### src/rtl/core/wrh_pkg.sv
// Shared types, constants and helpers of the weighted RGB histogram.
// No dependencies.
package wrh_pkg;

  localparam int MAX_BPC   = 5;
  localparam int SUM_W     = 48;
  localparam int ADDR_W    = 3 * MAX_BPC;
  localparam int CHAN_W    = 24;
  localparam int WEIGHT_W  = 32;
  localparam int CENTER_W  = 16;
  localparam int CHAN_MAX  = 65470;

  localparam logic [1:0] OP_ACC   = 2'd0;
  localparam logic [1:0] OP_READ  = 2'd1;
  localparam logic [1:0] OP_CLEAR = 2'd2;

  localparam logic [2:0] BPC_RESET = 3'd4;

  typedef struct packed {
    logic [1:0]                  op;
    logic signed [CHAN_W-1:0]    red;
    logic signed [CHAN_W-1:0]    green;
    logic signed [CHAN_W-1:0]    blue;
    logic signed [WEIGHT_W-1:0]  weight;
    logic [ADDR_W-1:0]           bin_index;
  } item_t;

  typedef struct packed {
    logic signed [SUM_W-1:0]     bin_weight;
    logic [CENTER_W-1:0]         center_red;
    logic [CENTER_W-1:0]         center_green;
    logic [CENTER_W-1:0]         center_blue;
    logic                        saturated;
  } result_t;

  // Out-of-range register values fold to the nearest legal setting.
  function automatic logic [2:0] eff_bpc(input logic [2:0] bpc);
    logic [2:0] b;
    b = bpc;
    if (bpc == 3'd0) b = 3'd1;
    if (bpc > 3'(MAX_BPC)) b = 3'(MAX_BPC);
    return b;
  endfunction

  function automatic logic [ADDR_W-1:0] code_mask(input logic [2:0] bpc);
    return ADDR_W'((16'd1 << bpc) - 16'd1);
  endfunction

  // (2*code + 1) << (15 - bpc)
  function automatic logic [CENTER_W-1:0] center_q16(input logic [ADDR_W-1:0] code,
                                                      input logic [2:0] bpc);
    logic [CENTER_W-1:0] odd;
    odd = CENTER_W'({code, 1'b1});
    return CENTER_W'(odd << (5'd15 - 5'(bpc)));
  endfunction

endpackage

### src/rtl/core/wrh_bin_index.sv
// Clamps the three color channels and packs their top bits into a bin index.
// Depends on wrh_pkg.
module wrh_bin_index (
  input  logic signed [wrh_pkg::CHAN_W-1:0] red,
  input  logic signed [wrh_pkg::CHAN_W-1:0] green,
  input  logic signed [wrh_pkg::CHAN_W-1:0] blue,
  input  logic [2:0]                        bpc,
  output logic [wrh_pkg::ADDR_W-1:0]        index
);

  function automatic logic [wrh_pkg::ADDR_W-1:0] chan_code(
      input logic signed [wrh_pkg::CHAN_W-1:0] c, input logic [2:0] b);
    logic [15:0] cl;
    cl = c[15:0];
    if (c[wrh_pkg::CHAN_W-1]) cl = 16'd0;
    else if (c > wrh_pkg::CHAN_W'(wrh_pkg::CHAN_MAX)) cl = 16'(wrh_pkg::CHAN_MAX);
    return wrh_pkg::ADDR_W'(cl >> (5'd16 - 5'(b)));
  endfunction

  logic [wrh_pkg::ADDR_W-1:0] code_r, code_g, code_b;

  always_comb begin
    code_r = chan_code(red, bpc);
    code_g = chan_code(green, bpc);
    code_b = chan_code(blue, bpc);
    index  = (code_r << (4'(bpc) << 1)) | (code_g << bpc) | code_b;
  end

endmodule

### config.mk
export PLATFORM = sky130hd
export DESIGN_NAME = wrh_bin_index
export DESIGN_NICKNAME = d
export VERILOG_FILES = /design/src/rtl/core/wrh_pkg.sv /design/src/rtl/core/wrh_bin_index.sv
export SDC_FILE = /design/constraint.sdc
export NUM_CORES = 1
export LEC_CHECK = 0
export BUFFER_PORTS_ARGS = -buffer_cell sky130_fd_sc_hd__buf_2
export CORE_MARGIN = 3
export CORE_UTILIZATION = 30
export DETAILED_ROUTE_END_ITERATION = 7
export REMOVE_ABC_BUFFERS = 1
export SETUP_SLACK_MARGIN = 0.15
export SLEW_MARGIN = 20
export SYNTH_ARGS = -nofsm -noshare
export SYNTH_HDL_FRONTEND = slang
export SYNTH_SLANG_ARGS = --single-unit
### constraint.sdc
create_clock -name vclk -period 6.42
set_clock_uncertainty 0.15 [all_clocks]
set_input_delay 0.963 -clock vclk [all_inputs]
set_output_delay 0.963 -clock vclk [all_outputs]
set_load 0.1 [all_outputs]
Yosys cells after proc, flatten, opt, wreduce, memory -nomap -nowiden

Index checks and enable logic that the tools add are counted.

Register bits after elaboration: 0
Input bits: 75
Output and inout port bits: 15
Logic and storage cells: 17

$add $sub $neg: 1
$lt $le $gt $ge: 3
Shift-type cells: 5
Mux-type cells: 6
Bitwise logic cells: 2

Operators with widths:

| cell                                                                    | number |
|---|---|
| 16-bit 2-to-1 mux                                                       | 6 |
| 24-bit by 17-bit > comparator with 1-bit output (second input constant) | 3 |
| 16-bit by 5-bit >> shifter with 15-bit output                           | 3 |
| 15-bit OR                                                               | 2 |
| 15-bit by 3-bit << shifter with 15-bit output                           | 1 |
| 15-bit by 4-bit << shifter with 15-bit output                           | 1 |
| 5-bit by 3-bit subtractor with 5-bit output (first input constant)      | 1 |

Longest topological paths before layout

Gate-level depths: netlist of run 1.

Depth after elaboration: 7
Gate-level depth with buffers: 16
Gate-level depth less buffers: 11

Least setup slack after synthesis of run 1

OpenSTA, ideal clock, no wires.

Path type: input to output
From: input port bpc[0]
To: output port index[0] in the netlist's numbering
Arrival: 6.874 ns
Slack: -1.567 ns
Stages on the path: 14
Path through: buf_6 > inv_1 > clkbuf_1 > buf_1 > ha_1 > buf_2 > buf_6 > buf_2 > buf_2 > nand2_1 > a31oi_1 > a32o_1 > a21oi_1 > o311ai_0

Longest elaborated chain between the ends: 5
Elaborated cells between the ends (all ways): 8

Ends and longest elaborated chain:

| item                                                                                                           | line                | RTL |
|---|---|---|
| from (decl)                                                                                                    | wrh_bin_index.sv:7  | `input logic [2:0] bpc,` |
| 5-bit by 3-bit subtractor with 5-bit output                                                                    | wrh_bin_index.sv:17 | `return wrh_pkg::ADDR_W'(cl >> (5'd16 - 5'(b)));` |
| 16-bit by 5-bit >> shifter with 15-bit output                                                                  | wrh_bin_index.sv:17 |  |
| 15-bit by 4-bit << shifter with 15-bit output or 15-bit by 3-bit << shifter with 15-bit output (tied branches) | wrh_bin_index.sv:26 | `index = (code_r << (4'(bpc) << 1)) \| (code_g << bpc) \| code_b;` |
| 15-bit OR                                                                                                      | wrh_bin_index.sv:26 |  |
| 15-bit OR *                                                                                                    | wrh_bin_index.sv:26 |  |
| to (decl)                                                                                                      | wrh_bin_index.sv:8  | `output logic [wrh_pkg::ADDR_W-1:0] index` |

Mark *: on every way between the ends. The rest lies on a longest branch, timed or not.

Final worst setup path of run 1

From: input port bpc[2]
To: output port index[0] in the netlist's numbering

The elaborated chain is that of the path after synthesis.

==> results.md, run 1 <==
| Step | Parameter | This run |
|:---|:---|:---|
| synth | Yosys warning count | 0 |
| cells and area | Final Instance Area | 4250 µm² |
| cells and area | Count of non-filler cells in the finished layout | 721 |
| floorplan | Placement Rows | 39 |
| clock tree | Quantity of gates resized following cts | 0 |
| routing | Total length of routed wires | 14600 µm |
| place | Half-perimeter wire length after detailed placement | 11300 µm |
| floorplan | I/O Pins | 90 |
| synth | Avg Cell Area, Syn | 6.91 µm² |
| critical path | Worst setup path category | input pin to primary output |
| cells and area | Clock buffer count | 0 |
| min path | Path class of the lowest-slack min-delay path | input pin to primary output |
| sta | Transition time at the pin with the least slew margin | 0.869 ns |
| routing | Detailed Route Iter0 Violations | 661 |
| sta | Final clock period utilization by the worst path | 0.874 |
| place | Number of port buffers | 90 |
| sta | Post-route setup slack | 0.808 ns |
| synth | Number of library cell types mapped by synthesis | 74 |
| synth | Top cells by area in the synthesized netlist | mux4_2 13%, o21ai_0 6.2%, nor2_1 5.8% |
| routing | Residual antenna-violating net count after detailed routing | 0 |
| critical path | Endpoint arrival time on the critical path | 4.50 ns |
| sta | Count of final max-slew check failures | 0 |
| floorplan | Effective utilization at floorplan | 0.312 |
| critical path | Kind of capture point of the worst setup path | primary output |
| sta | Final Critical Period | 5.61 ns |
| sta | Headroom to the max-slew limit | 0.413 |
| pwr | Total design power | 0.474 mW |
| synth | Commonest cells in the netlist | 56 x nor2_1, 46 x nand2_1, 45 x o21ai_0 |
| cells and area | Share of the core filled with cells | 0.368 |
| clock tree | # hold bufs at CTS | 0 |
| critical path | Max Fanout on Critical Path | 20 |
| place | Number of cells in the design after placement | 721 |
| pwr | Clk pwr share | 0 |
| pwr | Comb power frac | 1.000 |
| cells and area | Antenna fix cells | 0 |
| cells and area | Total area of sequential cells | 0 µm² |
| global route | Total routing usage reported by global routing | 0.209 |
| routing | Number of search-and-repair iterations in the first detailed-routing pass | 6 |
| critical path | Crit path launch type | input pin |
| place | Global placer's final weighted congestion | 1.06 |
| synth | Top cell type's share of synthesized area | 0.131 |
| synth | Synth Cell Area | 3610 µm² |
| routing | DRC violations left | 0 |
| floorplan | Die width | 116 µm |
| place | Standard cell area after detailed placement | 4250 µm² |
| cells and area | Ratio of cells with drive above 1 in the final layout | 0.270 |
| routing | Total via count in the routed design | 4823 |
| cells and area | Synth-to-Final Area Change | 17.9% |
| pwr | Cell leakage power | 1.56 nW |
| global route | Initial antenna violation count | 0 |
| pwr | Share of power burned in registers | 0 |
| pwr | Net switching component of the power | 0.303 mW |
| pwr | Power Dens Cells | 111 nW/µm² |
| global route | Pin count of the biggest net entering global routing | 41 |
| clock tree | Setup repair bufs after CTS | 0 |
| pwr | Total internal power | 0.171 mW |
| routing | Wire length per cell after detailed routing | 20.2 µm |
| critical path | Req. time, crit path | 5.31 ns |
| sta | Setup repair after global routing missed its margin | no |
| sta | Final-report setup violation count | 0 |
| floorplan | Die outline area | 13400 µm² |
| pwr | Switching Share | 0.640 |
| floorplan | Height of the die | 116 µm |
| sta | Highest clock frequency the design can meet | 178 MHz |
| global route | Global-route wire length before repair | 23200 µm |
| sta | Final-report hold violation count | 0 |
| status | Result of the run | finished clean |
| synth | Most repeated cell in the gate-level netlist after synthesis | nor2_1 |
| run | # Max-Cap Violations | 0 |
| global route | Number of global-route vias before repair | 4358 |
| global route | Total overflow reported by the global router | 0 |
| synth | Proportion of synthesized chip area in sequential cells | 0 |
| cells and area | Final net count | 657 |
| place | Worst Setup Slack post-DPL | 0.917 ns |
| pwr | Max IR drop VDD | 0.0492 mV |
| floorplan | Area of the core | 11600 µm² |
| cells and area | Num sequential | 0 |
| routing | Average via count per standard cell | 6.69 |
| synth | Post-synthesis cell type with the largest combined area | mux4_2 |
| synth | Cell count after synthesis | 522 |
## per-layer routing
metal / vias to the layer above / global-route usage / wire length, µm
li1: 2209 / - / -
met1: 2233 / 0.313 / 6250
met2: 335 / 0.324 / 6470
met3: 46 / 0.0209 / 1500
met4: 0 / 0.0449 / 379
met5: - / 0 / 0
## critical path: stages
cell,delay [ns]
buf_2,0.30
clkinv_1,0.35
ha_1,0.55
buf_4,0.29
mux4_2,0.22
nand2_1,0.05
a31oi_1,0.50
a32o_1,0.21
a21oi_1,0.07
o311ai_0,0.46
buf_2,0.52
## power groups by stage
stage	clock (mW)	sequential (mW)	combinational (mW)
6_report	0	0	0.474
5_1_grt	0	0	0.503
4_1_cts	0	0	0.466
3_5_place_dp	0	0	0.464
3_3_place_gp	0	0	0.462
2_1_floorplan	0	0	0.292
## worst paths after layout
| path | start | end | slack [ns] | depth (start not counted) |
|---|---|---|---|---|
| setup / recovery | bpc[2] | index[0] | 0.81 | 11 |
| hold / removal | bpc[2] | index[4] | 2.48 | 4 |
## per-stage QoR
stage	setup TNS, ns	hold WS, ns
6_report	0	2.48
5_1_grt	0	2.53
4_1_cts	0	2.47
3_5_place_dp	0	2.46
3_3_place_gp	0	2.46
2_1_floorplan	-4.76	2.23
## cells in the final DEF (no fill, tap or decap), drive strengths merged, types with 4 or more instances in the layout
cell	instances
or4	7
inv	6
a21o	6
a221o	5
mux2	10
a32o	4
mux2i	20
nand2	46
o31ai	9
nand4	6
o311ai	5
o211ai	13
a22oi	4
nor2b	4
a21oi	35
nand3	18
mux4	21
o21ai	49
a2111oi	8
o21bai	5
o22ai	5
nor4	6
a211oi	11
a211o	5
nor2	56
or3	10
buf	108
a31oi	11
o21a	6
nor3	23
nand2b	4
## cell type report
type	count	area, µm²
repair buffers	108	753
multi-input cells	461	3290
fillers	1241	7310
inverters	9	33.8
well taps	143	179
## cell families after synthesis
logic type | after synthesis | share of synthesized area
AO/OA/AOI/OAI | 214 | 0.419
adder cells (fa/ha/maj) | 2 | 0.00694
buffers and inverters | 61 | 0.0891
multiplexers | 51 | 0.218
AND/OR/NAND/NOR | 194 | 0.267
Note: power is estimated with default switching activity, not from simulation.
==> inputs of run 2 (changes only) <==
GPL_TIMING_DRIVEN = 0   (was unset)
==> run 2 against run 1 <==
Combinational power shrank 7.4%. Clock-buffer cell count is the same. Fmax shrank 6.7%. Core utilization shrank 1.6 points. Via count shrank 2.2%. Largest power group unchanged.
==> results.md, run 2 (synthesis gave the netlist of run 1 again) <==
| Step | Parameter | This run |
|:---|:---|:---|
| status | Result of the run | finished clean |
| place | Global placer's final weighted congestion | 0.935 |
| floorplan | Area of the core | 11600 µm² |
| routing | Number of search-and-repair iterations in the first detailed-routing pass | 6 |
| sta | Count of final max-slew check failures | 0 |
| global route | Pin count of the biggest net entering global routing | 52 |
| sta | Sum of negative setup slack | 0 ns |
| sta | Final clock period utilization by the worst path | 0.937 |
| floorplan | Die width | 116 µm |
| sta | Transition time at the pin with the least slew margin | 0.989 ns |
| critical path | Endpoint arrival time on the critical path | 4.90 ns |
| routing | Average via count per standard cell | 6.66 |
| cells and area | Leading cell types in the layout, fill and taps excluded | 88 x buf_2, 56 x nor2_1, 46 x nand2_1 |
| place | Worst Setup Slack post-DPL | -0.762 ns |
| pwr | Max IR drop VDD | 0.0506 mV |
| sta | Highest clock frequency the design can meet | 166 MHz |
| cells and area | Final net count | 644 |
| cells and area | Num sequential | 0 |
| pwr | Power Dens Cells | 108 nW/µm² |
| sta | Headroom to the max-slew limit | 0.332 |
| sta | Final-report setup violation count | 0 |
| cells and area | Share of the core filled with cells | 0.352 |
| floorplan | Placement Rows | 39 |
| global route | Number of global-route vias before repair | 4284 |
| critical path | Crit path launch type | input pin |
| sta | Final-report hold violation count | 0 |
| cells and area | Total area of sequential cells | 0 µm² |
| pwr | Cell leakage power | 1.45 nW |
| routing | Residual antenna-violating net count after detailed routing | 0 |
| cells and area | Most frequent standard cell in the layout excluding fill and tap cells | buf_2 |
| critical path | Worst setup path category | input pin to primary output |
| global route | Total routing usage reported by global routing | 0.208 |
| min path | Min-Delay Endpoint | index[11] |
| cells and area | Synth-to-Final Area Change | 12.8% |
| floorplan | Effective utilization at floorplan | 0.312 |
| floorplan | Height of the die | 116 µm |
| clock tree | # hold bufs at CTS | 0 |
| run | # Max-Cap Violations | 0 |
| global route | Global-route wire length before repair | 23100 µm |
| critical path | Kind of capture point of the worst setup path | primary output |
| sta | Post-route setup slack | 0.406 ns |
| routing | Wire length per cell after detailed routing | 20.7 µm |
| cells and area | Ratio of cells with drive above 1 in the final layout | 0.260 |
| global route | Total overflow reported by the global router | 0 |
| min path | Worst hold start | bpc[2] |
| min path | Path class of the lowest-slack min-delay path | input pin to primary output |
| routing | Total length of routed wires | 14700 µm |
| sta | Tightest hold margin | 2.55 ns |
| place | Half-perimeter wire length after detailed placement | 10500 µm |
| routing | DRC violations left | 0 |
| global route | Initial antenna violation count | 0 |
| min path | Hold path cells | 3 |
| critical path | Max Fanout on Critical Path | 46 |
| cells and area | Antenna fix cells | 0 |
| floorplan | Die outline area | 13400 µm² |
| pwr | Total design power | 0.439 mW |
| critical path | Req. time, crit path | 5.31 ns |
| sta | Final Critical Period | 6.01 ns |
| critical path | Critical Path Source | bpc[0] |
| routing | Total via count in the routed design | 4718 |
| cells and area | Clock buffer count | 0 |
| place | Number of port buffers | 90 |
| routing | Detailed Route Iter0 Violations | 492 |
| floorplan | I/O Pins | 90 |
| cells and area | Filler Cells Inserted | 1254 |
| sta | Setup repair after global routing missed its margin | no |
-- run 2: changes by cell type in the layout (fill, tap and decap cells not counted), sizes merged --
cell      previous run  this run
clkbuf               0         1
clkinvlp             0         2
inv                  6         5
buf                108        93
-- run 2: metal layers --
layer  wire, µm  track usage
met2       6580        0.331
met1       6340        0.302
met4        265       0.0449
met5          0            0
met3       1480       0.0277
-- run 2: area by class of cell --
| cell class | instances | area (µm²) | area share |
|---|---|---|---|
| inverter | 9 | 40.0 | 0.00984 |
| timing repair buffer | 94 | 526 | 0.129 |
| multi-input combinational | 461 | 3320 | 0.816 |
| timing repair inverter | 1 | 5.00 | 0.00123 |
| tap | 143 | 179 | 0.0440 |
-- run 2: worst max-delay path by stage --
| stage | to | slack [ns] | cells past startpoint |
|---|---|---|---|
| floorplan | index[0] | -1.92 | 8 |
| global placement | index[7] | -3.32 | 12 |
| detailed placement | index[3] | -0.76 | 13 |
| CTS | index[7] | 0.28 | 12 |
| global route | index[7] | 0.12 | 12 |
| finish | index[3] | 0.41 | 13 |
-- run 2: through the flow --
stage,std cells,cell area [µm²]
2_1_floorplan,470,3320
4_1_cts,708,4060
3_3_place_gp,703,3950
3_5_place_dp,704,4000
6_report,708,4070
5_1_grt,708,4070
-- run 2: report_power, final --
part	internal (mW)	switching, mW
clock network	0	0
registers	0	0
logic	0.140	0.299
-- run 2: critical path, stage by stage --
cell and delay [ns]:
buf_4 0.42, clkinvlp_4 0.26, ha_4 0.20, ha_4 0.59, clkinv_2 0.42, nor2_1 0.25, o211ai_1 0.12, a31o_2 0.26
a32oi_1 0.22, a22oi_1 0.19, a221o_1 0.36, o21ai_0 0.12, buf_2 0.48
-- run 2: timing repair --
action,4_1_cts,5_1_grt
hold endpoints to repair,0,0
resized for setup,4,2
gates cloned,1,0
pin swaps,1,0
endpoints found under the setup margin,15,12
buffers inserted,3,0
==> inputs of run 3 (changes only) <==
CORE_UTILIZATION = 52   (was 30)
PLACE_DENSITY = 0.81   (was unset)
clock period = 5.1 ns   (was 6.42 ns; I/O delays follow)
==> run 3 against run 2 <==
Combinational power is 36% higher. Critical path type unchanged. Core utilization is 29 points higher. Non-clock buffer count is 10 higher. Via count is 6.5% higher. Critical path depth is 3 lower. Wire length is 4.7% higher. Total power is 36% higher. Largest power group unchanged.
==> results.md, run 3 (synthesis gave the netlist of run 1 again) <==
| Step | Parameter | This run |
|:---|:---|:---|
| routing | Total via count in the routed design | 5024 |
| critical path | Endpoint arrival time on the critical path | 4.01 ns |
| cells and area | Synth-to-Final Area Change | 16.1% |
| cells and area | Num sequential | 0 |
| pwr | Max IR drop VDD | 0.0818 mV |
| pwr | Share of power burned in registers | 0 |
| sta | Final Critical Period | 4.93 ns |
| routing | Total length of routed wires | 15300 µm |
| sta | Headroom to the max-slew limit | 0.394 |
| routing | Detailed Route Iter0 Violations | 735 |
| status | Result of the run | finished clean |
| routing | DRC violations left | 0 |
| floorplan | Effective utilization at floorplan | 0.552 |
| floorplan | Area of the core | 6530 µm² |
| cells and area | Final net count | 654 |
| place | Number of cells in the design after placement | 638 |
| cells and area | Antenna fix cells | 0 |
| critical path | Max Fanout on Critical Path | 23 |
| place | Global placer's final weighted congestion | 1.00 |
| floorplan | Die width | 89.3 µm |
| cells and area | Ratio of cells with drive above 1 in the final layout | 0.290 |
| place | Half-perimeter wire length after detailed placement | 10100 µm |
| pwr | Switching Share | 0.665 |
| critical path | Kind of capture point of the worst setup path | primary output |
| min path | Min-Delay Endpoint | index[8] |
| critical path | Cell with the biggest individual delay on the critical path | nor2_1 |
| floorplan | Die outline area | 7970 µm² |
| cells and area | Total area of sequential cells | 0 µm² |
| cells and area | Clock buffer count | 0 |
| cells and area | Count of non-filler cells in the finished layout | 652 |
| global route | Initial antenna violation count | 0 |
| critical path | Req. time, crit path | 4.18 ns |
| global route | Total overflow reported by the global router | 0 |
| routing | Residual antenna-violating net count after detailed routing | 0 |
| sta | Highest clock frequency the design can meet | 203 MHz |
| pwr | Clk pwr share | 0 |
| sta | Transition time at the pin with the least slew margin | 0.906 ns |
| pwr | Cell leakage power | 1.54 nW |
| cells and area | Leading cell types in the layout, fill and taps excluded | 77 x buf_2, 54 x nor2_1, 44 x nand2_1, 44 x o21ai_0, 35 x a21oi_1 |
| run | # Max-Cap Violations | 0 |
| pwr | Total internal power | 0.200 mW |
| pwr | Net switching component of the power | 0.396 mW |
| pwr | Comb power frac | 1.000 |
| min path | Hold path cells | 4 |
| floorplan | I/O Pins | 90 |
| critical path | Maximum cell stage delay along the critical path | 0.80 ns |
| sta | Tightest hold margin | 2.04 ns |
| place | Number of port buffers | 90 |
| min path | Worst hold start | bpc[0] |
| min path | Path class of the lowest-slack min-delay path | input pin to primary output |
| critical path | Crit path launch type | input pin |
| clock tree | # hold bufs at CTS | 0 |
| critical path | Worst setup path category | input pin to primary output |
| sta | Final clock period utilization by the worst path | 0.966 |
| routing | Wire length per cell after detailed routing | 23.5 µm |
| routing | Number of search-and-repair iterations in the first detailed-routing pass | 8 |
| global route | Total routing usage reported by global routing | 0.359 |
| routing | Average via count per standard cell | 7.71 |
| sta | Count of final max-slew check failures | 0 |
| global route | Number of global-route vias before repair | 4295 |
| critical path | Top cell family by delay on the critical path | simple AND/OR/NAND/NOR gates |
| sta | Setup repair after global routing missed its margin | no |
| pwr | Power Dens Cells | 142 nW/µm² |
| sta | Final-report hold violation count | 0 |
| pwr | Total design power | 0.596 mW |
| critical path | Cell-by-cell listing of the critical path | buf_16, or3_1, nor2_1, nand2_1, a31oi_1, a211oi_2, buf_4, a221o_1, o21ai_0, buf_4 |
| floorplan | Placement Rows | 29 |
| critical path | Total buffers and inverters traversed by the critical path | 3 |
| critical path | Most prevalent standard cell on the critical path | buf_4 |
| global route | Pin count of the biggest net entering global routing | 47 |
| sta | Final-report setup violation count | 0 |
| global route | Global-route wire length before repair | 22700 µm |
| floorplan | Height of the die | 89.3 µm |
| cells and area | Most frequent standard cell in the layout excluding fill and tap cells | buf_2 |
==> run 3: through the flow <==
step / setup TNS, ns / worst slack, ns / util / area [µm²]
2_1_floorplan: -16.99 / -2.85 / - / 3320
3_3_place_gp: -59.85 / -4.41 / 0.592 / 3870
3_5_place_dp: -22.05 / -1.71 / 0.599 / 3910
4_1_cts: 0 / 0.201 / 0.629 / 4110
5_1_grt: 0 / 0.162 / 0.641 / 4190
6_report: 0 / 0.171 / 0.641 / 4190
==> run 3: worst max path at each step <==
stage	startpoint	to	slack (ns)	depth (start not counted)
floorplan	bpc[0]	index[0]	-2.85	8
global placement	bpc[0]	index[7]	-4.41	12
detailed placement	bpc[0]	index[8]	-1.71	13
CTS	bpc[0]	index[10]	0.20	13
global route	bpc[0]	index[11]	0.16	10
finish	bpc[0]	index[3]	0.17	10
==> run 3: cell type report <==
type / instances / area [µm²]
multi-input combinational: 461 / 3350
timing repair buffer: 104 / 686
timing repair inverter: 1 / 5.00
inverter: 9 / 48.8
tap: 77 / 96.3
fill: 604 / 2340
==> run 3: power groups by stage <==
stage,combinational [mW],sequential [mW],clock (mW)
2_1_floorplan,0.368,0,0
3_3_place_gp,0.520,0,0
3_5_place_dp,0.525,0,0
4_1_cts,0.564,0,0
5_1_grt,0.623,0,0
6_report,0.596,0,0
==> run 3: per-layer routing <==
metal	track usage	vias up	routed length, µm
met5	0	-	0
met1	0.513	2318	5800
li1	-	2207	-
met2	0.559	441	6780
met3	0.0710	58	2310
met4	0.0798	0	456
==> run 3: timing repair <==
action | 4_1_cts | 5_1_grt
gates resized for setup | 23 | 19
pin swaps | 3 | 1
cloned | 1 | 1
endpoints found under the setup margin | 15 | 13
setup buffers | 11 | 1
